File: config.mk
export PLATFORM = sky130hd
export DESIGN_NAME = frame_crc8_crc16_check_append
export DESIGN_NICKNAME = d
export VERILOG_FILES = /design/src/design/fcc_pkg.sv /design/src/design/frame_crc8_crc16_check_append.sv /design/src/design/fcc_cfg_regs.sv /design/src/design/fcc_crc_step.sv
export VERILOG_INCLUDE_DIRS = /design/src /design/src/design
export SDC_FILE = /design/constraint.sdc
export NUM_CORES = 1
export LEC_CHECK = 0
export ABC_AREA = 1
export BUFFER_PORTS_ARGS = -buffer_cell sky130_fd_sc_hd__buf_4
export CORE_UTILIZATION = 25
export CTS_BUF_LIST = sky130_fd_sc_hd__clkbuf_8 sky130_fd_sc_hd__clkbuf_16
export DETAILED_ROUTE_END_ITERATION = 6
export GPL_TIMING_DRIVEN = 0
export SKIP_LAST_GASP = 1
export SLEW_MARGIN = 20
export SYNTH_ARGS = -nofsm -noshare
export SYNTH_HDL_FRONTEND = slang
export SYNTH_SLANG_ARGS = --single-unit
export TNS_END_PERCENT = 1
File: constraint.sdc
create_clock -name clk_i -period 15.4 [get_ports clk_i]
set_input_delay 1.54 -clock clk_i [delete_from_list [all_inputs] [get_ports clk_i]]
set_output_delay 1.54 -clock clk_i [all_outputs]
set_load 0.05 [all_outputs]
File: src/design/assert_macros.svh
// Assertion macros used by the top RTL file of the frame CRC block.
// Every macro samples on clk_i and is disabled while rst_ni is low.
`ifndef ASSERT_MACROS_SVH
`define ASSERT_MACROS_SVH

// Assert that a property holds at every clock edge.
`define FCC_ASSERT(lbl, prp) \
  lbl: assert property (@(posedge clk_i) disable iff (!rst_ni) (prp)) \
    else $error("assertion failed");

// Assert that a condition is followed by a consequence in the next cycle.
`define FCC_ASSERT_NEXT(lbl, ante, cons) \
  lbl: assert property (@(posedge clk_i) disable iff (!rst_ni) (ante) |=> (cons)) \
    else $error("assertion failed");

`endif

File: src/design/fcc_pkg.sv
// Package of the frame CRC8/CRC16 compute, check and append block.
// Holds beat payload types, operation and register codes, and reset values.
package fcc_pkg;

  typedef enum logic [2:0] {
    OP_CRC8_COMPUTE  = 3'd0,
    OP_CRC8_VERIFY   = 3'd1,
    OP_CRC8_APPEND   = 3'd2,
    OP_CRC16_COMPUTE = 3'd3,
    OP_CRC16_VERIFY  = 3'd4,
    OP_CRC16_APPEND  = 3'd5
  } op_e;

  typedef enum logic [1:0] {
    CFG_CRC8_POLY  = 2'd0,
    CFG_CRC8_START = 2'd1,
    CFG_CRC16_POLY = 2'd2,
    CFG_CRC16_START = 2'd3
  } cfg_idx_e;

  localparam logic [7:0]  CRC8_POLY_RST   = 8'h8C;
  localparam logic [7:0]  CRC8_START_RST  = 8'hFF;
  localparam logic [15:0] CRC16_POLY_RST  = 16'h8408;
  localparam logic [15:0] CRC16_START_RST = 16'hFFFF;

  typedef struct packed {
    logic [2:0]  req_type;
    logic [7:0]  data_byte;
    logic        first_byte;
    logic [15:0] message_length;
    logic [15:0] seed;
  } in_beat_t;

  typedef struct packed {
    logic [7:0]  out_byte;
    logic [15:0] crc_value;
    logic        check_ok;
    logic        too_short;
    logic        last_byte;
  } out_beat_t;

  typedef struct packed {
    logic [7:0]  crc8_poly;
    logic [7:0]  crc8_start;
    logic [15:0] crc16_poly;
    logic [15:0] crc16_start;
  } cfg_t;

endpackage

File: src/design/frame_crc8_crc16_check_append.sv
// Frame CRC8/CRC16 compute, verify and append: one byte beat in, one result beat out.
// Accepts one beat every cycle while the output is not stalled; each result passes
// through the input register, then the result register; the table CRC update is combinational.
// Depends on fcc_pkg, fcc_cfg_regs, fcc_crc_step and assert_macros.svh.
`include "assert_macros.svh"

module frame_crc8_crc16_check_append #(
  parameter int LENGTH_BITS = 16
) (
  input  logic               clk_i,
  input  logic               rst_ni,
  input  logic               cfg_we_i,
  input  logic [1:0]         cfg_idx_i,
  input  logic [15:0]        cfg_wdata_i,
  input  logic               in_valid_i,
  output logic               in_ready_o,
  input  fcc_pkg::in_beat_t  in_data_i,
  output logic               out_valid_o,
  input  logic               out_ready_i,
  output fcc_pkg::out_beat_t out_data_o
);
  import fcc_pkg::*;

  localparam logic [LENGTH_BITS-1:0] POS_MAX = {LENGTH_BITS{1'b1}};

  cfg_t cfg;

  fcc_cfg_regs u_cfg (
    .clk_i       (clk_i),
    .rst_ni      (rst_ni),
    .cfg_we_i    (cfg_we_i),
    .cfg_idx_i   (cfg_idx_i),
    .cfg_wdata_i (cfg_wdata_i),
    .cfg_o       (cfg)
  );

  logic      in_valid_q, in_valid_d;
  in_beat_t  in_q;
  logic      out_valid_q, out_valid_d;
  out_beat_t out_q, out_d;
  logic      advance;

  logic [2:0]             held_op_q, held_op_d;
  logic [LENGTH_BITS-1:0] held_len_q, held_len_d;
  logic [LENGTH_BITS-1:0] pos_q, pos_d;
  logic [15:0]            crc_q, crc_d;
  logic                   match_q, match_d;

  assign advance    = in_valid_q && (!out_valid_q || out_ready_i);
  assign in_ready_o = !in_valid_q || advance;

  logic [31:0]            len_ext;
  logic [LENGTH_BITS-1:0] len_trunc;
  logic [2:0]             op;
  logic [LENGTH_BITS-1:0] len, pos, body_end;
  logic [15:0]            crc, start_crc, step_crc, eb;
  logic                   op_valid, is8, is_compute, is_verify, short_f, last, active;
  logic [1:0]             tlen;
  logic [LENGTH_BITS:0]   pos_inc;

  assign len_ext   = 32'(in_q.message_length);
  assign len_trunc = len_ext[LENGTH_BITS-1:0];

  always_comb begin
    unique case (in_q.req_type)
      OP_CRC8_COMPUTE:                 start_crc = {8'h00, in_q.seed[7:0]};
      OP_CRC16_COMPUTE:                start_crc = in_q.seed;
      OP_CRC8_VERIFY, OP_CRC8_APPEND:  start_crc = {8'h00, cfg.crc8_start};
      OP_CRC16_VERIFY, OP_CRC16_APPEND: start_crc = cfg.crc16_start;
      default:                         start_crc = 16'h0000;
    endcase
  end

  assign op  = in_q.first_byte ? in_q.req_type : held_op_q;
  assign len = in_q.first_byte ? ((len_trunc == '0) ? LENGTH_BITS'(1) : len_trunc)
                               : held_len_q;
  assign pos = in_q.first_byte ? '0 : pos_q;
  assign crc = in_q.first_byte ? start_crc : crc_q;

  assign op_valid   = op <= OP_CRC16_APPEND;
  assign is8        = op <= OP_CRC8_APPEND;
  assign is_compute = (op == OP_CRC8_COMPUTE) || (op == OP_CRC16_COMPUTE);
  assign is_verify  = (op == OP_CRC8_VERIFY) || (op == OP_CRC16_VERIFY);
  assign tlen       = (!op_valid || is_compute) ? 2'd0 : (is8 ? 2'd1 : 2'd2);
  assign short_f    = op_valid && !is_compute && (len <= LENGTH_BITS'(2));
  assign pos_inc    = {1'b0, pos} + 1'b1;
  assign last       = pos_inc == {1'b0, len};
  assign active     = op_valid && (pos < len) && !short_f;
  assign body_end   = len - LENGTH_BITS'(tlen);
  assign eb         = {8'h00, (pos != body_end) ? crc[15:8] : crc[7:0]};

  fcc_crc_step u_step (
    .crc_i    (crc),
    .byte_i   (in_q.data_byte),
    .is8_i    (is8),
    .poly8_i  (cfg.crc8_poly),
    .poly16_i (cfg.crc16_poly),
    .crc_o    (step_crc)
  );

  always_comb begin
    crc_d             = crc;
    match_d           = in_q.first_byte ? 1'b1 : match_q;
    out_d.out_byte    = in_q.data_byte;
    out_d.check_ok    = 1'b0;
    out_d.too_short   = short_f;
    out_d.last_byte   = last;
    if (active) begin
      if (pos < body_end) begin
        crc_d = step_crc;
      end else if (is_verify) begin
        if (in_q.data_byte != eb[7:0]) match_d = 1'b0;
        out_d.check_ok = last && match_d;
      end else begin
        out_d.out_byte = eb[7:0];
      end
    end
    out_d.crc_value = crc_d;
    held_op_d  = op;
    held_len_d = len;
    pos_d      = (pos == POS_MAX) ? pos : pos_inc[LENGTH_BITS-1:0];
  end

  assign in_valid_d  = in_ready_o ? in_valid_i : in_valid_q;
  assign out_valid_d = advance ? 1'b1 : (out_ready_i ? 1'b0 : out_valid_q);

  always_ff @(posedge clk_i or negedge rst_ni) begin
    if (!rst_ni) begin
      in_valid_q  <= 1'b0;
      out_valid_q <= 1'b0;
      held_op_q   <= '0;
      held_len_q  <= '0;
      pos_q       <= '0;
      crc_q       <= '0;
      match_q     <= 1'b1;
    end else begin
      in_valid_q  <= in_valid_d;
      out_valid_q <= out_valid_d;
      if (advance) begin
        held_op_q  <= held_op_d;
        held_len_q <= held_len_d;
        pos_q      <= pos_d;
        crc_q      <= crc_d;
        match_q    <= match_d;
      end
    end
  end

  always_ff @(posedge clk_i) begin
    if (in_ready_o && in_valid_i) in_q <= in_data_i;
    if (advance) out_q <= out_d;
  end

  assign out_valid_o = out_valid_q;
  assign out_data_o  = out_q;

  `FCC_ASSERT(a_ok_on_last, !out_valid_o || !out_data_o.check_ok || out_data_o.last_byte)
  `FCC_ASSERT(a_short_not_ok, !out_valid_o || !out_data_o.too_short || !out_data_o.check_ok)
  `FCC_ASSERT_NEXT(a_in_hold, in_valid_q && !advance, in_valid_q)
  `FCC_ASSERT_NEXT(a_adv_out, advance, out_valid_q)

endmodule

File: src/design/fcc_cfg_regs.sv
// Configuration register file of the frame CRC block.
// Depends on fcc_pkg for the register codes, reset values and cfg_t.
module fcc_cfg_regs (
  input  logic                 clk_i,
  input  logic                 rst_ni,
  input  logic                 cfg_we_i,
  input  logic [1:0]           cfg_idx_i,
  input  logic [15:0]          cfg_wdata_i,
  output fcc_pkg::cfg_t        cfg_o
);
  import fcc_pkg::*;

  cfg_t cfg_q, cfg_d;

  always_comb begin
    cfg_d = cfg_q;
    if (cfg_we_i) begin
      unique case (cfg_idx_e'(cfg_idx_i))
        CFG_CRC8_POLY:   cfg_d.crc8_poly   = cfg_wdata_i[7:0];
        CFG_CRC8_START:  cfg_d.crc8_start  = cfg_wdata_i[7:0];
        CFG_CRC16_POLY:  cfg_d.crc16_poly  = cfg_wdata_i;
        CFG_CRC16_START: cfg_d.crc16_start = cfg_wdata_i;
        default:         cfg_d = cfg_q;
      endcase
    end
  end

  always_ff @(posedge clk_i or negedge rst_ni) begin
    if (!rst_ni) begin
      cfg_q.crc8_poly   <= CRC8_POLY_RST;
      cfg_q.crc8_start  <= CRC8_START_RST;
      cfg_q.crc16_poly  <= CRC16_POLY_RST;
      cfg_q.crc16_start <= CRC16_START_RST;
    end else begin
      cfg_q <= cfg_d;
    end
  end

  assign cfg_o = cfg_q;

endmodule

File: src/design/fcc_crc_step.sv
// One-byte update of a reflected CRC8 or CRC16 through a generated table entry.
// Depends on nothing but its ports.
module fcc_crc_step (
  input  logic [15:0] crc_i,
  input  logic [7:0]  byte_i,
  input  logic        is8_i,
  input  logic [7:0]  poly8_i,
  input  logic [15:0] poly16_i,
  output logic [15:0] crc_o
);

  function automatic logic [15:0] table_entry(input logic [7:0] idx, input logic [15:0] poly);
    logic [15:0] r;
    r = {8'h00, idx};
    for (int i = 0; i < 8; i++) begin
      if (r[0]) r = (r >> 1) ^ poly;
      else      r = r >> 1;
    end
    return r;
  endfunction

  logic [15:0] poly;
  logic [15:0] entry;

  assign poly  = is8_i ? {8'h00, poly8_i} : poly16_i;
  assign entry = table_entry(crc_i[7:0] ^ byte_i, poly);
  assign crc_o = is8_i ? {8'h00, entry[7:0]} : ({8'h00, crc_i[15:8]} ^ entry);

endmodule
# ---- Word-level counts from Yosys, hierarchy flattened
# Index checks and enable logic that the tools add are counted.
dict set report word_totals {
  romBits 0
  memories 0
  latchBits 0
  regBits 173
  output_inout_bits 29
  ramBits 0
  word_cells 119
  input_bits 67
}
dict set report op_classes {
  muxes 35
  reduce_logical 29
  multipliers 0
  n_shift 0
  n_eq_ne 15
  n_bitwise 12
  order_cmp 5
  div_mod_pow 0
  n_addsub 2
}
# op count
set ops {}
lappend ops {{$mux 16} 17}
lappend ops {{$xor 15x16->16} 7}
lappend ops {{$pmux 16 s4} 1}
lappend ops {{$lt 16x16->1} 2}
lappend ops {{$mux 8} 4}
lappend ops {{$add 16x1->17 const B} 1}
lappend ops {{$eq 17x16->1} 1}
lappend ops {{$eq 16x16->1 const B} 1}
lappend ops {{$le 16x2->1 const B} 1}
lappend ops {{$logic_not 16->1} 1}
lappend ops {{$ne 16x16->1} 1}
lappend ops {{$sub 16x2->16} 1}
lappend ops {{$xor 7x16->16} 1}
lappend ops {{$xor 8x16->16} 1}
lappend ops {{$mux 1} 10}
lappend ops {{$eq 3x2->1 const B} 3}
lappend ops {{$eq 3x3->1 const B} 3}
lappend ops {{$ne 8x8->1} 1}
lappend ops {{$reduce_and 2->1} 4}
lappend ops {{$xor 8x8->8} 1}
lappend ops {{$logic_and 1x1->1} 7}
lappend ops {{$eq 3x1->1 const B} 2}
lappend ops {{$logic_not 3->1} 2}
lappend ops {{$logic_not 1->1} 5}
lappend ops {{other kinds (12)} 20}

# ---- Depth between registers and ports, before layout
# Gate-level depths: netlist (run 1).
dict set report depth {
  word_depth 25
  mapped_depth 37
  ltp_nobuf 36
}

# ---- Hierarchy
# Synthesis (run 1) repeated with hierarchy kept, for this count alone.
dict set report hier_totals {
  hier_cells 1753
  area_unflattened_um2 12677.2
}
# mod area_per_inst_um2 cells_each seq_area_each_um2 n_inst
set by_module_without_submodules {}
lappend by_module_without_submodules {frame_crc8_crc16_check_append 7643.6 923 3484.6 1}
lappend by_module_without_submodules {fcc_crc_step 2926.6 615 0.0 1}
lappend by_module_without_submodules {fcc_cfg_regs 2107.0 215 1238.7 1}

# ---- Least setup slack after synthesis (run 1)
# No wires, ideal clock.
dict set report synth_path {
  path_kind {reg-to-reg}
  from {register in_q[32] in the netlist's numbering}
  to {register out_q (netlist bit out_data_o[2]), data pin}
  required_time_ns 15.145
  arrival_time_ns 4.981
  setup_ns 0.255
  synth_period_minus_slack_ns 5.236
  path_buffers 6
  stages_incl_launch_ff 29
  path_slack_ns 10.164
  cell_sequence {edfxtp_1 -> buf_6 -> clkbuf_1 -> clkbuf_1 -> buf_2 -> buf_2 -> nand2_1 -> o21ai_1 -> ha_1 -> a211oi_1 -> nand2_1 -> inv_1 -> nand4_1 -> nor3_1 -> nand3_1 -> xor2_1 -> ha_1 -> nand4_1 -> nor4_1 -> inv_1 -> nor3_1 -> inv_1 -> clkbuf_1 -> o21ai_0 -> xor2_1 -> nor3_1 -> nand4_1 -> nor2_1 -> and3_1}
}
dict set report synth_between {
  word_cells_on_any_way 40
  classes_between {add/sub (2); order compare (5); eq/ne (6); mux (12); bitwise (2); reduce/logical (13)}
}
# element line_no
set synth_rtl {}
lappend synth_rtl {{start: declaration} frame_crc8_crc16_check_append.sv:38} ;# in_beat_t in_q;
lappend synth_rtl {{start signal: assignment} frame_crc8_crc16_check_append.sv:150} ;# if (in_ready_o && in_valid_i) in_q <= in_data_i;
lappend synth_rtl {{$mux 16 (*)} frame_crc8_crc16_check_append.sv:75} ;# assign len = in_q.first_byte ? ((len_trunc == '0) ? LENGTH_BITS'(1) : len_trunc)
lappend synth_rtl {{named net held_len_d[1]} frame_crc8_crc16_check_append.sv:44} ;# logic [LENGTH_BITS-1:0] held_len_q, held_len_d;
lappend synth_rtl {{$sub 16x2->16} frame_crc8_crc16_check_append.sv:89} ;# assign body_end = len - LENGTH_BITS'(tlen);
lappend synth_rtl {{$ne 16x16->1} frame_crc8_crc16_check_append.sv:90} ;# assign eb = {8'h00, (pos != body_end) ? crc[15:8] : crc[7:0]};
lappend synth_rtl {{$mux 8} frame_crc8_crc16_check_append.sv:90}
lappend synth_rtl {{$ne 8x8->1} frame_crc8_crc16_check_append.sv:112} ;# if (in_q.data_byte != eb[7:0]) match_d = 1'b0;
lappend synth_rtl {{$mux 1} frame_crc8_crc16_check_append.sv:112}
lappend synth_rtl {{$mux 1} frame_crc8_crc16_check_append.sv:111} ;# end else if (is_verify) begin
lappend synth_rtl {{$mux 1} frame_crc8_crc16_check_append.sv:109} ;# if (pos < body_end) begin
lappend synth_rtl {{$mux 1} frame_crc8_crc16_check_append.sv:108} ;# if (active) begin
lappend synth_rtl {{$logic_and 1x1->1} frame_crc8_crc16_check_append.sv:113} ;# out_d.check_ok = last && match_d;
lappend synth_rtl {{end signal: assignment} frame_crc8_crc16_check_append.sv:151} ;# if (advance) out_q <= out_d;
lappend synth_rtl {{end: declaration} frame_crc8_crc16_check_append.sv:40} ;# out_beat_t out_q, out_d;
# Mark *: on every way through the listed nets, which the timed path passes. The rest lies on a longest branch. The select of a mux whose other input is x is not followed.
# A chain may end at the register's enable or synchronous reset.

# ---- Worst setup path after layout (run 1)
# Ends and elaborated chain as after synthesis.

==> run_results.csv, run 1 <==
group,metric,value,unit
cts,cts_tree,"done",
floorplan,die_w,218,µm
placement,port_buffers,95,
sta,period_needed,7.47,ns
critical_path,reg2regPathDepth,28,
drt,postRouteAntennaNets,0,
critical_path,critPathCaptureType,"flop",
layout,antennaDiodeCount,0,
drt,dr.pass1.iters,6,
layout,fin_nets,1787,
grt,grt_max_degree,103,
logic_synthesis,syn_area,11700,µm²
sta,drv_slew,0,
cts,cts_setup_buffers,0,
critical_path,startpoint_type,"flop",
floorplan,start_util,0.256,
cts,max-clock-path-buffers,2,
sta,fmax,134,MHz
critical_path,cp.arrival,7.79,ns
logic_synthesis,yosysSeqAreaShare,0.404,
critical_path,reg2reg_slack,7.93,ns
power_and_ir_drop,p_leak,6.52,nW
critical_path,slowest_stage,"a211oi_1",
drt,viasPerCell,4.66,
sta,fin_tns_setup,0,ns
sta,finalSetupViolations,0,
grt,grt_pass1_wl,56400,µm
critical_path,setup.worst_path.class,"reg2reg",
cts,cts_root_buffer,"clkbuf_16",
power_and_ir_drop,powerDensity,187,nW/µm²
drt,wl_per_cell,15.7,µm
floorplan,dieArea,47700,µm²
layout,syn_to_final_growth,17.8,%
drt,dr.first_iter.drc_count,994,
cts,post_cts_resized,0,
floorplan,die_height,218,µm
drt,vias,10700,
logic_synthesis,synthesis.nets,1672,
layout,final_area,13800,µm²
grt,antenna_found_initial,0,
logic_synthesis,syn_inst,1569,
sta,finalHoldViolations,0,
logic_synthesis,yosys.cell_types.count,53,
cts,htree_levels,4,
placement,place_area,13200,µm²
logic_synthesis,synth_warnings,0,
logic_synthesis,syn_area_per_cell,7.46,µm²
drt,route.detailed.drc,0,
floorplan,num_rows,78,
sta,clock_skew,0.0146,ns
cts,clk_latency,0.46,ns
logic_synthesis,synth-edff-count,71,
run,max-cap-violations,0,
cts,postCtsHoldBufs,0,
critical_path,worst_r2r_endpoint,"out_data_o[2]",
critical_path,critPathMaxStageDelay,0.54,ns
status,status,"completed",
cts,cts-buffers-inserted,17,
critical_path,rr_startpoint,"in_q[32]",
grt,track_usage,0.155,
cts,clk_pin_slew,0.08,ns
critical_path,crit_start,"in_q[32]",
sta,fin_crit_sh,0.485,
min_path,min_path_type,"reg2reg",
placement,gp_congestion,0.912,
sta,tightest_slew,0.988,ns
layout,drive_above_1_share,0.134,
drt,wirelength,36100,µm
placement,hpwl,28300,µm
logic_synthesis,ys_ff_latch,173,
logic_synthesis,synthArstFlopShare,0.590,
floorplan,core,45800,µm²
grt,grt-ovfl-total,0,
sta,slew_headroom,0.341,
logic_synthesis,synthFlopType,"edfxtp_1",
floorplan,io_pins,96,
critical_path,cp_max_fo,10,
grt,grt_pass1_vias,10000,
power_and_ir_drop,vdd_drop_max,124,µV
critical_path,endpoint,"out_data_o[2]",
sta,rsz0062_at_grt,"false",
cts,clock_sinks,173,
critical_path,worst_ep_required_time,15.72,ns
## per-stage QoR
| step | util | cells | hold WS, ns | total power (W) | worst slack [ns] |
|---|---|---|---|---|---|
| finish | 0.301 | 2297 | 0.478 | 0.00258 | 7.93 |
| global route | 0.301 | 2297 | 0.506 | 0.00279 | 7.34 |
| CTS | 0.301 | 2297 | 0.480 | 0.00259 | 7.99 |
| detailed placement | 0.288 | 2265 | 0.461 | 0.00214 | 8.01 |
| global placement | 0.288 | 2264 | 0.454 | 0.00212 | 8.09 |
| floorplan | - | 1569 | 0.441 | 0.00174 | 10.16 |
## routing by layer
metal,routed length [µm],track usage,up-vias,part of all wire
met3,2150,0.0252,37,0.060
met2,15300,0.227,319,0.42
met4,735,0.0473,0,0.020
met1,17900,0.230,5054,0.50
met5,0,0,-,0
li1,-,-,5295,-
## final cells by class
cell class	instances	area, µm²
inverter	199	749
multi-input combinational	1153	6000
sequential	173	4720
timing repair buffer	96	737
fill	4875	32000
buffer	44	226
clock buffer	17	425
tap	600	751
clock inverter	15	171
## state kept, by name (all words and copies together), names as in the netlist
| register | flops |
|---|---|
| crc_q | 16 |
| held_len_q | 16 |
| held_op_q | 3 |
| in_q | 28 |
| in_valid_q | 1 |
| len_trunc | 16 |
| match_q | 1 |
| out_data_o | 27 |
| out_valid_o | 1 |
| pos_q | 16 |
| u_cfg.cfg_o | 48 |
## how the worst min path moves through the flow
stage                    from        end  depth (start not counted)
floorplan            crc_q[0]   crc_q[0]                          2
finish               crc_q[3]   crc_q[3]                          2
global placement     crc_q[7]   crc_q[7]                          2
global route        crc_q[13]  crc_q[13]                          2
detailed placement   crc_q[3]   crc_q[3]                          2
CTS                  crc_q[3]   crc_q[3]                          2
## cells in the final DEF, fill, tap and decap left out, drive strengths merged, types with 35 or more instances in the layout
cell	n
edfxtp	71
clkbuf	43
xor2	70
nor2	117
ha	35
o21ai	134
nand2	514
buf	114
dfrtp	71
inv	204
nand3	132
## logic make-up after synthesis
logic type      count (synthesis)  synth area share
simple gates                  812             0.300
compound gates                204            0.0977
buf+inv                       243            0.0834
fa+ha+maj                      36            0.0391
xor+xnor                      101            0.0763
flops                         173             0.404
## cells in the mapped netlist, drive strengths merged (16+ instances only)
| cell | count | area (µm²) |
|---|---|---|
| inv | 197 | 742 |
| nand2 | 514 | 2040 |
| buf | 18 | 129 |
| dfrtp | 71 | 1780 |
| dfstp | 31 | 815 |
| clkbuf | 26 | 97.6 |
| xnor2 | 31 | 272 |
| ha | 35 | 438 |
| edfxtp | 71 | 2130 |
| a21oi | 21 | 105 |
| nand3 | 132 | 703 |
| nor2 | 117 | 457 |
| o22ai | 16 | 100 |
| xor2 | 70 | 621 |
| o21ai | 134 | 678 |
## critical path, delay by kind of cell, from the launching register on
| family | cells | cell delay [ns] |
|---|---|---|
| AOI/OAI and AO/OA | 3 | 1.11 |
| xor gates and xnor gates | 2 | 0.28 |
| adders and majority gates | 2 | 0.64 |
| buffers and inverters | 9 | 2.27 |
| DFF | 1 | 0.47 |
| and+or+nand+nor | 12 | 2.55 |
## report_power, final
| group | internal, W | switching, W |
|---|---|---|
| Sequential | 0.000608 | 0.0000464 |
| Clock | 0.000219 | 0.000218 |
| Combinational | 0.000478 | 0.00101 |
Power figures use the tool's default switching activity.
==> inputs of run 2 (changes only) <==
==> constraint.sdc (replaced) <==
create_clock -name clk_i -period 6.11 [get_ports clk_i]
set_input_delay 0.611 -clock clk_i [delete_from_list [all_inputs] [get_ports clk_i]]
set_output_delay 0.611 -clock clk_i [all_outputs]
set_load 0.05 [all_outputs]
==> run 2 against run 1 <==
Compared with the run above:
- clock skew barely moved
- largest power group unchanged
- sequential cell count stayed put
- total power increased to 2.5 times the previous value
- clock-buffer cell count did not move
- worst hold slack got worse by 0.23 ns
- sequential power increased to 2.5 times the previous value
- global-route usage is essentially flat
- critical path depth down 1
- first-iteration DRC count is 3.5% lower
==> run_results.csv, run 2 (synthesis results as in run 1) <==
group,metric,value,unit
layout,syn_to_final_growth,18.9,%
power_and_ir_drop,swShare,0.494,
power_and_ir_drop,powerDensity,469,nW/µm²
layout,largest_register_ff_count,48,
cts,postCtsHoldBufs,0,
sta,finalHoldViolations,0,
power_and_ir_drop,clock_power_share,0.169,
layout,seq_area,4720,µm²
drt,wl_per_cell,15.8,µm
power_and_ir_drop,vdd_drop_max,313,µV
cts,htree_levels,4,
critical_path,critPathCaptureType,"flop",
grt,grt-ovfl-total,0,
layout,drive_above_1_share,0.146,
floorplan,num_rows,78,
sta,drv_slew,0,
floorplan,io_pins,96,
sta,fin_tns_setup,0,ns
floorplan,start_util,0.256,
critical_path,cp_max_fo,19,
floorplan,die_height,218,µm
critical_path,startpoint_type,"flop",
min_path,min_path_type,"in2async",
sta,fin_crit_sh,0.932,
drt,viasPerCell,4.65,
run,max-cap-violations,0,
floorplan,dieArea,47700,µm²
placement,port_buffers,95,
grt,grt_max_degree,103,
cts,cts-buffers-inserted,17,
grt,track_usage,0.155,
cts,clk_latency,0.46,ns
drt,postRouteAntennaNets,0,
sta,period_needed,5.69,ns
cts,clk_pin_slew,0.08,ns
critical_path,setup.worst_path.class,"reg2reg",
grt,antenna_found_initial,1,
cts,max-clock-path-buffers,2,
power_and_ir_drop,p_leak,6.57,nW
layout,layoutNonFillerInstCount,2303,
sta,clock_skew,0.0143,ns
grt,grt_pass1_vias,10000,
power_and_ir_drop,power.internal,0.00330,W
drt,dr.first_iter.drc_count,959,
drt,route.detailed.drc,0,
layout,num-fill-cells,4873,
cts,cts_tree,"done",
status,status,"completed",
placement,dp.cells,2265,
sta,slew_headroom,0.341,
placement,hpwl,28300,µm
sta,tightest_slew,0.988,ns
critical_path,worst_ep_required_time,6.43,ns
floorplan,die_w,218,µm
drt,vias,10700,
sta,fmax,176,MHz
drt,dr.pass1.iters,7,
floorplan,core,45800,µm²
drt,wirelength,36300,µm
layout,multi_input_area,6050,µm²
power_and_ir_drop,power_frac_seq,0.253,
sta,finalSetupViolations,0,
grt,grt_pass1_wl,56400,µm
placement,gp_congestion,0.912,
layout,antennaDiodeCount,0,
cts,cts_root_buffer,"clkbuf_16",
cts,clock_sinks,173,
power_and_ir_drop,switching_power,0.00322,W
power_and_ir_drop,comb_power_share,0.578,
layout,fin_nets,1793,
layout,final_common_cell,"nand2_1",
layout,final_cell_mix,"490 x nand2_1, 190 x inv_1, 125 x nand3_1",
critical_path,cp.arrival,6.02,ns
run 2: changes by cell type in the layout (fill, tap and decap cells not counted), moves of 2 or more:
cell      previous run  this run
o21ai_0            118       114
clkbuf_1            26        21
nor3_1               8         5
nor3_2               0         3
buf_4               98       107
o21ai_2              2         4
o21ai_1             14        16
run 2: metrics by stage:
stage / worst slack [ns] / area (µm²) / utilization / hold slack [ns] / power (W)
2_1_floorplan: 0.874 / 11700 / - / 0.315 / 0.00440
3_3_place_gp: -1.20 / 13200 / 0.288 / 0.454 / 0.00534
3_5_place_dp: -1.28 / 13200 / 0.288 / 0.461 / 0.00539
4_1_cts: 0.0580 / 13800 / 0.302 / 0.292 / 0.00654
5_1_grt: -0.0120 / 13900 / 0.304 / 0.298 / 0.00705
6_report: 0.416 / 13900 / 0.304 / 0.252 / 0.00653
run 2: layout make-up:
| type | count | area share |
|---|---|---|
| clock inverters | 15 | 0.0123 |
| flip-flops and latches | 173 | 0.340 |
| repair buffers | 105 | 0.0578 |
| inverters | 199 | 0.0542 |
| clock buffers | 17 | 0.0306 |
| plain buffers | 41 | 0.0164 |
| multi-input cells | 1153 | 0.435 |
| well taps | 600 | 0.0540 |
run 2: repair_timing:
item,in CTS,in global routing
pin swaps,0,7
buffers inserted,1,8
endpoints found under the setup margin,42,38
resized for setup,14,12
run 2: path summary, 6_finish.rpt:
| check | startpoint | to | slack (ns) | cells after the start |
|---|---|---|---|---|
| hold / removal | rst_ni | held_len_q[6] | 0.25 | 1 |
| setup / recovery | in_q[32] | out_data_o[2] | 0.42 | 27 |
| hold reg to reg | crc_q[6] | crc_q[6] | 0.48 | 2 |
| setup reg to reg | in_q[32] | out_data_o[2] | 0.42 | 27 |
| max in group asynchronous | rst_ni | u_cfg.cfg_o[44] | 5.17 | 1 |
| min in group clk_i | in_data_i[23] | len_trunc[7] | 0.32 | 1 |
run 2: power by group through the flow:
stage                     Combinational (W)  Sequential, W  Clock [W]
after floorplan                     0.00254        0.00186          0
after global placement              0.00367        0.00167          0
after detailed placement            0.00372        0.00167          0
after CTS                           0.00375        0.00165    0.00114
after global routing                0.00420        0.00168    0.00118
final                               0.00377        0.00165    0.00111
run 2: per-layer routing:
layer	track usage	wire length (µm)
met3	0.0262	2370
met1	0.229	17700
met4	0.0492	773
met5	0	13
met2	0.227	15500
run 2: worst max-delay path: stages, from the launching register on:
cell	delay, ns
edfxtp_1	0.45
buf_6	0.16
buf_6	0.14
clkbuf_4	0.23
buf_2	0.23
o21ai_2	0.28
ha_1	0.31
a211oi_4	0.29
nand2_1	0.13
inv_1	0.09
nand4_1	0.18
nor3_2	0.26
nand3_1	0.11
xor2_1	0.16
ha_1	0.33
nand4_1	0.17
nor4_4	0.34
inv_1	0.12
nor3_1	0.18
inv_1	0.14
buf_2	0.21
nand2_1	0.08
o21ai_1	0.09
xor2_1	0.16
nor3_2	0.22
nand4_1	0.19
nor2_1	0.12
and3_1	0.15
==> inputs of run 3 (changes only) <==
--- a/config.mk
+++ b/config.mk
@@ -12,6 +12,7 @@
 export CTS_BUF_LIST = sky130_fd_sc_hd__clkbuf_8 sky130_fd_sc_hd__clkbuf_16
 export DETAILED_ROUTE_END_ITERATION = 6
 export GPL_TIMING_DRIVEN = 0
+export PLACE_DENSITY = 0.47
 export SKIP_LAST_GASP = 1
 export SLEW_MARGIN = 20
 export SYNTH_ARGS = -nofsm -noshare
==> run 3 against run 2 <==
Compared with the run above:
- total power shrank 0.36%
- highest routed layer is now met4
- non-clock buffer count grew 1
- combinational power is essentially flat
- worst setup slack gained 0.016 ns
- clock-buffer cell count is the same
- register-to-register slack gained 0.02 ns
- clock skew is essentially flat
- sequential power is essentially flat
- global-route usage grew 0.74 points
- die area is the same
- wire length grew 4.0%
==> run_results.csv, run 3 (synthesis results as in run 1) <==
group,metric,value,unit
drt,route.detailed.drc,0,
floorplan,num_rows,78,
cts,max-clock-path-buffers,2,
drt,dr.first_iter.drc_count,701,
grt,track_usage,0.163,
grt,antenna_found_initial,1,
cts,htree_levels,4,
power_and_ir_drop,p_leak,6.57,nW
critical_path,slowest_stage,"edfxtp_1",
layout,final_area,13900,µm²
critical_path,setup.worst_path.class,"reg2reg",
power_and_ir_drop,powerDensity,467,nW/µm²
power_and_ir_drop,vdd_drop_max,346,µV
floorplan,core,45800,µm²
sta,fin_tns_setup,0,ns
drt,vias,10600,
min_path,min_path_type,"in2reg",
cts,clk_latency,0.47,ns
grt,grt_pass1_vias,9997,
layout,num-fill-cells,4914,
critical_path,rr_startpoint,"in_q[32]",
sta,drv_slew,0,
drt,viasPerCell,4.59,
critical_path,reg2regPathDepth,29,
critical_path,cp.arrival,6.01,ns
critical_path,worst_r2r_endpoint,"out_data_o[2]",
placement,hpwl,29500,µm
placement,dp.cells,2266,
min_path,hold_depth,1,
floorplan,start_util,0.256,
critical_path,critPathMaxStageDelay,0.39,ns
cts,cts_root_buffer,"clkbuf_16",
status,status,"completed",
sta,slew_headroom,0.411,
placement,place_area,13200,µm²
sta,period_needed,5.68,ns
critical_path,reg2reg_slack,0.43,ns
floorplan,io_pins,96,
floorplan,die_height,218,µm
grt,grt-ovfl-total,0,
floorplan,dieArea,47700,µm²
sta,finalHoldViolations,0,
min_path,min_to,"len_trunc[10]",
run,max-cap-violations,0,
cts,cts-buffers-inserted,17,
sta,fin_crit_sh,0.929,
sta,clock_skew,0.0146,ns
drt,dr.pass1.iters,5,
drt,wl_per_cell,16.4,µm
layout,final_common_cell,"nand2_1",
cts,clock_sinks,173,
sta,rsz0062_at_grt,"true",
sta,finalSetupViolations,0,
layout,fin_nets,1794,
sta,fmax,176,MHz
sta,hold_ws,0.307,ns
layout,largest_register_ff_count,48,
critical_path,worst_ep_required_time,6.44,ns
placement,port_buffers,95,
cts,clk_pin_slew,0.08,ns
layout,layoutNonFillerInstCount,2306,
critical_path,startpoint_type,"flop",
sta,tightest_slew,0.874,ns
min_path,min_from,"in_data_i[26]",
grt,grt_max_degree,76,
critical_path,critPathCaptureType,"flop",
critical_path,cp_max_fo,10,
cts,cts_tree,"done",
drt,postRouteAntennaNets,0,
layout,syn_to_final_growth,19.0,%
floorplan,die_w,218,µm
drt,wirelength,37700,µm
placement,gp_congestion,0.857,
layout,final_cell_mix,"490 x nand2_1, 191 x inv_1, 125 x nand3_1",
layout,drive_above_1_share,0.148,
grt,grt_pass1_wl,57900,µm
layout,post-route-util,0.304,
-- run 3: final cells by class --
class                      count  area [µm²]  share of cell area
timing repair buffer         105         827              0.0594
sequential                   173        4720               0.339
clock inverter                15         139             0.00997
tap                          600         751              0.0539
multi-input combinational   1153        6060               0.435
buffer                        42         240              0.0173
antenna                        2        5.00            0.000359
inverter                     199         753              0.0541
clock buffer                  17         425              0.0305
-- run 3: report_power, final --
group	leakage (nW)	internal, W	total (W)	switching (W)
logic	4.39	0.00122	0.00378	0.00256
registers	1.91	0.00153	0.00165	0.000116
clock network	0.271	0.000534	0.00107	0.000537
total	6.57	0.00329	0.00650	0.00322
-- run 3: timing repair --
| action | 4_1_cts | 5_1_grt |
|---|---|---|
| setup buffers | 5 | 2 |
| endpoints found under the setup margin | 42 | 37 |
| endpoints found under the hold margin | 17 | 0 |
| pin swaps | 2 | 4 |
| resized for setup | 19 | 10 |
| hold buffers | 1 | 0 |
-- run 3: how the worst max path moves through the flow --
stage,start,end,cells past startpoint
floorplan,in_q[32],out_data_o[2],28
global placement,in_q[32],out_data_o[2],28
detailed placement,in_q[32],out_data_o[2],28
CTS,in_q[32],out_data_o[2],29
global route,in_q[32],out_data_o[2],29
finish,in_q[32],out_data_o[2],29
-- run 3: metrics by stage --
stage | setup WS [ns] | total power (W)
after floorplan | 0.874 | 0.00440
after global placement | -1.41 | 0.00539
final | 0.432 | 0.00650
after detailed placement | -1.47 | 0.00542
after CTS | 0.0435 | 0.00654
after global routing | -0.0634 | 0.00705
-- run 3: critical path: cells and delay by family (launching register included) --
kind	cells	cell delay, ns
buffers and inverters	9	1.59
AND/OR/NAND/NOR	13	2.16
XOR/XNOR	2	0.31
AO/OA/AOI/OAI	3	0.45
adder cells (fa/ha/maj)	2	0.61
flip-flops	1	0.39
-- run 3: routing by layer --
metal	wire length, µm	track usage	up-vias
met2	16600	0.245	234
met3	1620	0.0276	23
li1	-	-	5315
met1	19100	0.237	5011
met4	425	0.0429	0
met5	0	0	-
